[src/rtl/core/assert_macros.svh]
// Assertion macros used by the top-level RTL file.
`ifndef ASSERT_MACROS_SVH
`define ASSERT_MACROS_SVH
`ifndef SYNTHESIS
`define ASSERT_IMPL(label, clk, rst_n, prop) \
    label: assert property (@(posedge clk) disable iff (!rst_n) prop) \
    else $error("assertion failed");
`define ASSERT_NEXT(label, clk, rst_n, a, b) \
    label: assert property (@(posedge clk) disable iff (!rst_n) (a) |=> (b)) \
    else $error("assertion failed");
`else
`define ASSERT_IMPL(label, clk, rst_n, prop)
`define ASSERT_NEXT(label, clk, rst_n, a, b)
`endif
`endif

[src/rtl/core/wfq_pkg.sv]
// Package with shared constants and types for the finish tag stamper.
package wfq_pkg;
    localparam int FLOWS_DEF = 64;
    localparam logic [15:0] ONE_WEIGHT = 16'd256;
    localparam logic [47:0] FT_MAX = 48'hFFFF_FFFF_FFFF;
    localparam int KEY_W = 96;

    typedef struct packed {
        logic       load;
        logic       cmp;
        logic       create;
        logic       div_start;
        logic       update;
    } wfq_cmd_t;

    typedef struct packed {
        logic       match;
        logic       scan_last;
        logic       full;
        logic       div_done;
    } wfq_stat_t;
endpackage

[src/rtl/core/wfq_ctrl.sv]
// Controller state machine: scan, create, divide, update, emit.
module wfq_ctrl (
    input  logic               clk,
    input  logic               rst_n,
    input  logic               in_fire,
    input  logic               out_fire,
    input  wfq_pkg::wfq_stat_t stat,
    output wfq_pkg::wfq_cmd_t  cmd,
    output logic               busy,
    output logic               out_valid
);
    import wfq_pkg::*;

    typedef enum logic [2:0] {S_IDLE, S_READ, S_CMP, S_DIV, S_UPD, S_OUT} state_t;
    state_t state_reg;
    logic   out_valid_reg;

    always_comb
    begin
        cmd = '0;
        cmd.load = in_fire;
        unique case (state_reg)
            S_CMP:
            begin
                cmd.cmp = 1'b1;
                if (!stat.match && stat.scan_last && !stat.full)
                begin
                    cmd.create = 1'b1;
                end
                if (stat.match || (stat.scan_last && !stat.full))
                begin
                    cmd.div_start = 1'b1;
                end
            end
            S_UPD: cmd.update = 1'b1;
            default: ;
        endcase
    end

    assign busy = (state_reg != S_IDLE);
    assign out_valid = out_valid_reg;

    always_ff @(posedge clk or negedge rst_n)
    begin
        if (!rst_n)
        begin
            state_reg <= S_IDLE;
            out_valid_reg <= 1'b0;
        end
        else
        begin
            unique case (state_reg)
                S_IDLE: if (in_fire) state_reg <= S_READ;
                S_READ: state_reg <= S_CMP;
                S_CMP:
                begin
                    if (stat.match || (stat.scan_last && !stat.full))
                    begin
                        state_reg <= S_DIV;
                    end
                    else if (stat.scan_last)
                    begin
                        state_reg <= S_OUT;
                        out_valid_reg <= 1'b1;
                    end
                    else
                    begin
                        state_reg <= S_READ;
                    end
                end
                S_DIV: if (stat.div_done) state_reg <= S_UPD;
                S_UPD:
                begin
                    state_reg <= S_OUT;
                    out_valid_reg <= 1'b1;
                end
                S_OUT:
                begin
                    if (out_fire)
                    begin
                        state_reg <= S_IDLE;
                        out_valid_reg <= 1'b0;
                    end
                end
                default: state_reg <= S_IDLE;
            endcase
        end
    end
endmodule

[config.mk]
export PLATFORM = sky130hd
export DESIGN_NAME = wfq_ctrl
export DESIGN_NICKNAME = d
export VERILOG_FILES = /design/src/rtl/core/assert_macros.svh /design/src/rtl/core/wfq_pkg.sv /design/src/rtl/core/wfq_ctrl.sv
export SDC_FILE = /design/constraint.sdc
export NUM_CORES = 1
export LEC_CHECK = 0
export ABC_CLOCK_PERIOD_IN_PS = 1400
export BUFFER_PORTS_ARGS = -buffer_cell sky130_fd_sc_hd__buf_4
export CAP_MARGIN = 20
export CORE_AREA = 2 2 39 41
export CTS_BUF_LIST = sky130_fd_sc_hd__clkbuf_2
export DETAILED_ROUTE_END_ITERATION = 16
export DIE_AREA = 0 0 41 43
export SYNTH_ARGS = -nofsm -noshare
export SYNTH_HDL_FRONTEND = slang
export SYNTH_SLANG_ARGS = --single-unit
export TNS_END_PERCENT = 30
[constraint.sdc]
create_clock -name clk -period 1.4 [get_ports clk]
set_input_delay 0.07 -clock clk [delete_from_list [all_inputs] [get_ports clk]]
set_output_delay 0.07 -clock clk [all_outputs]
set_load 0.005 [all_outputs]
==> results.cfg <==
[global_route]
antenna_found_initial = 0
grt.total_usage = 0.09586
grt_pass1_vias = 273
grt_remaining_overflow = 0
grt_pass1_wl_um = 1104
grt_max_degree = 11

[sta]
finalMaxSlewViolations = 0
skew_ps = 5.999
hold_slack_ps = 135.9
hold_viol_final = 0
fmax_mhz = 749.9
finalCritPeriodShare = 0.9526
period_needed_ps = 1334
rsz0062_at_grt = no
slew_headroom = 0.8380
worst_pin_slew_ps = 243.0
setup_viol = 0
finalSetupTns_ps = 0

[worst_setup_path]
crit_slowest_cell = or3_2
critPathCaptureType = output pin
crit_arrival_ps = 1260
cp_slowest_stage_delay_ps = 480
crit_buf_inv = 1
path_max_fanout = 5
cp.required_ps = 1330
cp_cell_sequence = or3_2, buf_4
path_class = reg2out
worst_path_dominant_cell_family = simple AND/OR/NAND/NOR gates
critPathLaunchType = register

[power]
max-vdd-ir-drop_mv = 0.6599
finalPower_uw = 898.8
p_leak_uw = 0.0002084
p_per_area_nw_per_um2 = 1926

[synth]
yosys.area.top_type = dfrtp_1
synth_seq_area_share = 0.3125
synth_edf_count = 0
synth_top_area_share = 0.3125
netlist_area_um2 = 320.3
synth_fp_nets = 40
synth_cells = 32
avgSynthCellArea_um2 = 10.01
synth_ff_type = dfrtp_1
yosys_warnings = 0
yosys-top-cells-area = dfrtp_1 (31%), buf_6 (11%), o21a_1 (7.0%)
ys_async_sr_fraction = 1.000
synth_cell_types = 21
ys_ff_latch = 4

[drt]
drc = 0
wire_per_inst_um = 11.06
vias_per_cell = 4.576
drt-total-wl_um = 730
vias = 302
dr.first_iter.drc_count = 4
dr.pass1.iters = 3
ant_nets = 0

[cts]
cts_max_level = 1
cts_max_path_buffers = 2
clk_pin_slew_ps = 50
insertion_delay_ps = 200
cts_root_buffer = clkbuf_2
cts_buffers = 3
clock-sinks = 4
cts_tree = done

[run_status]
outcome = finished clean

[placed_design]
portBuffers = 14
placed_cells = 59
gp_congestion = 0.6895
dp_hpwl_um = 543.3

[floorplanning]
core-area_um2 = 1384
dieArea_um2 = 1763
start_util = 0.2315
num_rows = 14
die_x_um = 41
dieHeight_um = 43
io_pins = 15

[layout]
fill_cells = 154
multi_input_area_um2 = 176.4
area.growth.synth_to_final_pct = 45.70
regArea_um2 = 102.6
final_common_cell = buf_4
drive_gt1_frac = 0.5800
final_nets = 60
stdcell_count = 66
largest_reg_flops = 3
post-route-util = 0.3373
layout_common_cells = buf_4 (18), o21a_1 (3), clkbuf_2 (3)
n_antenna_cell = 0

[hold_path]
min-delay-path-class = in2reg

[run]
cap_violations = 0
[synthesized netlist by cell type, drive strengths merged (2+ instances only)]
cell type / count
buf: 4
nor3b: 2
nand2: 3
dfrtp: 4
inv: 2
a21oi: 2
o21a: 3
nand3b: 2
[cells by family after synthesis]
logic type	after synthesis	synth area share
buffers and inverters	6	0.1524
AOI/OAI and AO/OA	10	0.2422
and+or+nand+nor	12	0.2930
DFF	4	0.3125
[final timing paths]
path	startpoint	endpoint	slack, ps	cells after the start
max	state_reg[0]	busy	70	2
min	stat[3]	state_reg[2]	140	2
max reg2reg	state_reg[1]	out_valid	180	4
min reg2reg	out_valid	out_valid	560	2
max in group asynchronous	rst_n	state_reg[2]	1070	2
min in group asynchronous	rst_n	state_reg[0]	210	2
[power by group]
part           switching (uW)  internal [uW]  total [uW]  leakage, uW
clock network            44.0           57.6         102    0.0000125
registers                88.8            182         271    0.0000458
logic                     203            323         527     0.000150
[per-stage QoR]
stage	setup WS (ps)	area [um^2]
after floorplan	286.9	320.3
after global placement	180.2	411.6
after detailed placement	179.3	411.6
after CTS	22.02	446.7
after global routing	6.035	466.7
final	66.41	466.7
[worst register-to-register path, stage by stage (launching register included)]
cell and delay [ps]:
dfrtp_1 420, nor3b_4 180, buf_4 130, a221oi_1 280, a21oi_1 80
[cell type report]
| type | instances | area share |
|---|---|---|
| multi-input combinational | 22 | 0.3780 |
| timing repair buffer | 19 | 0.3110 |
| sequential | 4 | 0.2198 |
| tap | 16 | 0.04290 |
| clock buffer | 3 | 0.03217 |
| inverter | 2 | 0.01609 |
[repair_timing]
item                       CTS  global route
hold endpoints to repair     4             0
cloned                       0             0
setup endpoints to repair    2             2
gates resized for setup      2             1
pin swaps                    1             1
hold buffers                 1             0
setup buffers                1             2
[layer usage]
layer	GRT usage	wire length, um	share of wire
met5	0	0	0
met1	0.1209	326	0.45
met3	0.06283	52	0.071
met2	0.1344	351	0.48
met4	0.02000	0	0
(Power assumes the default switching activity.)
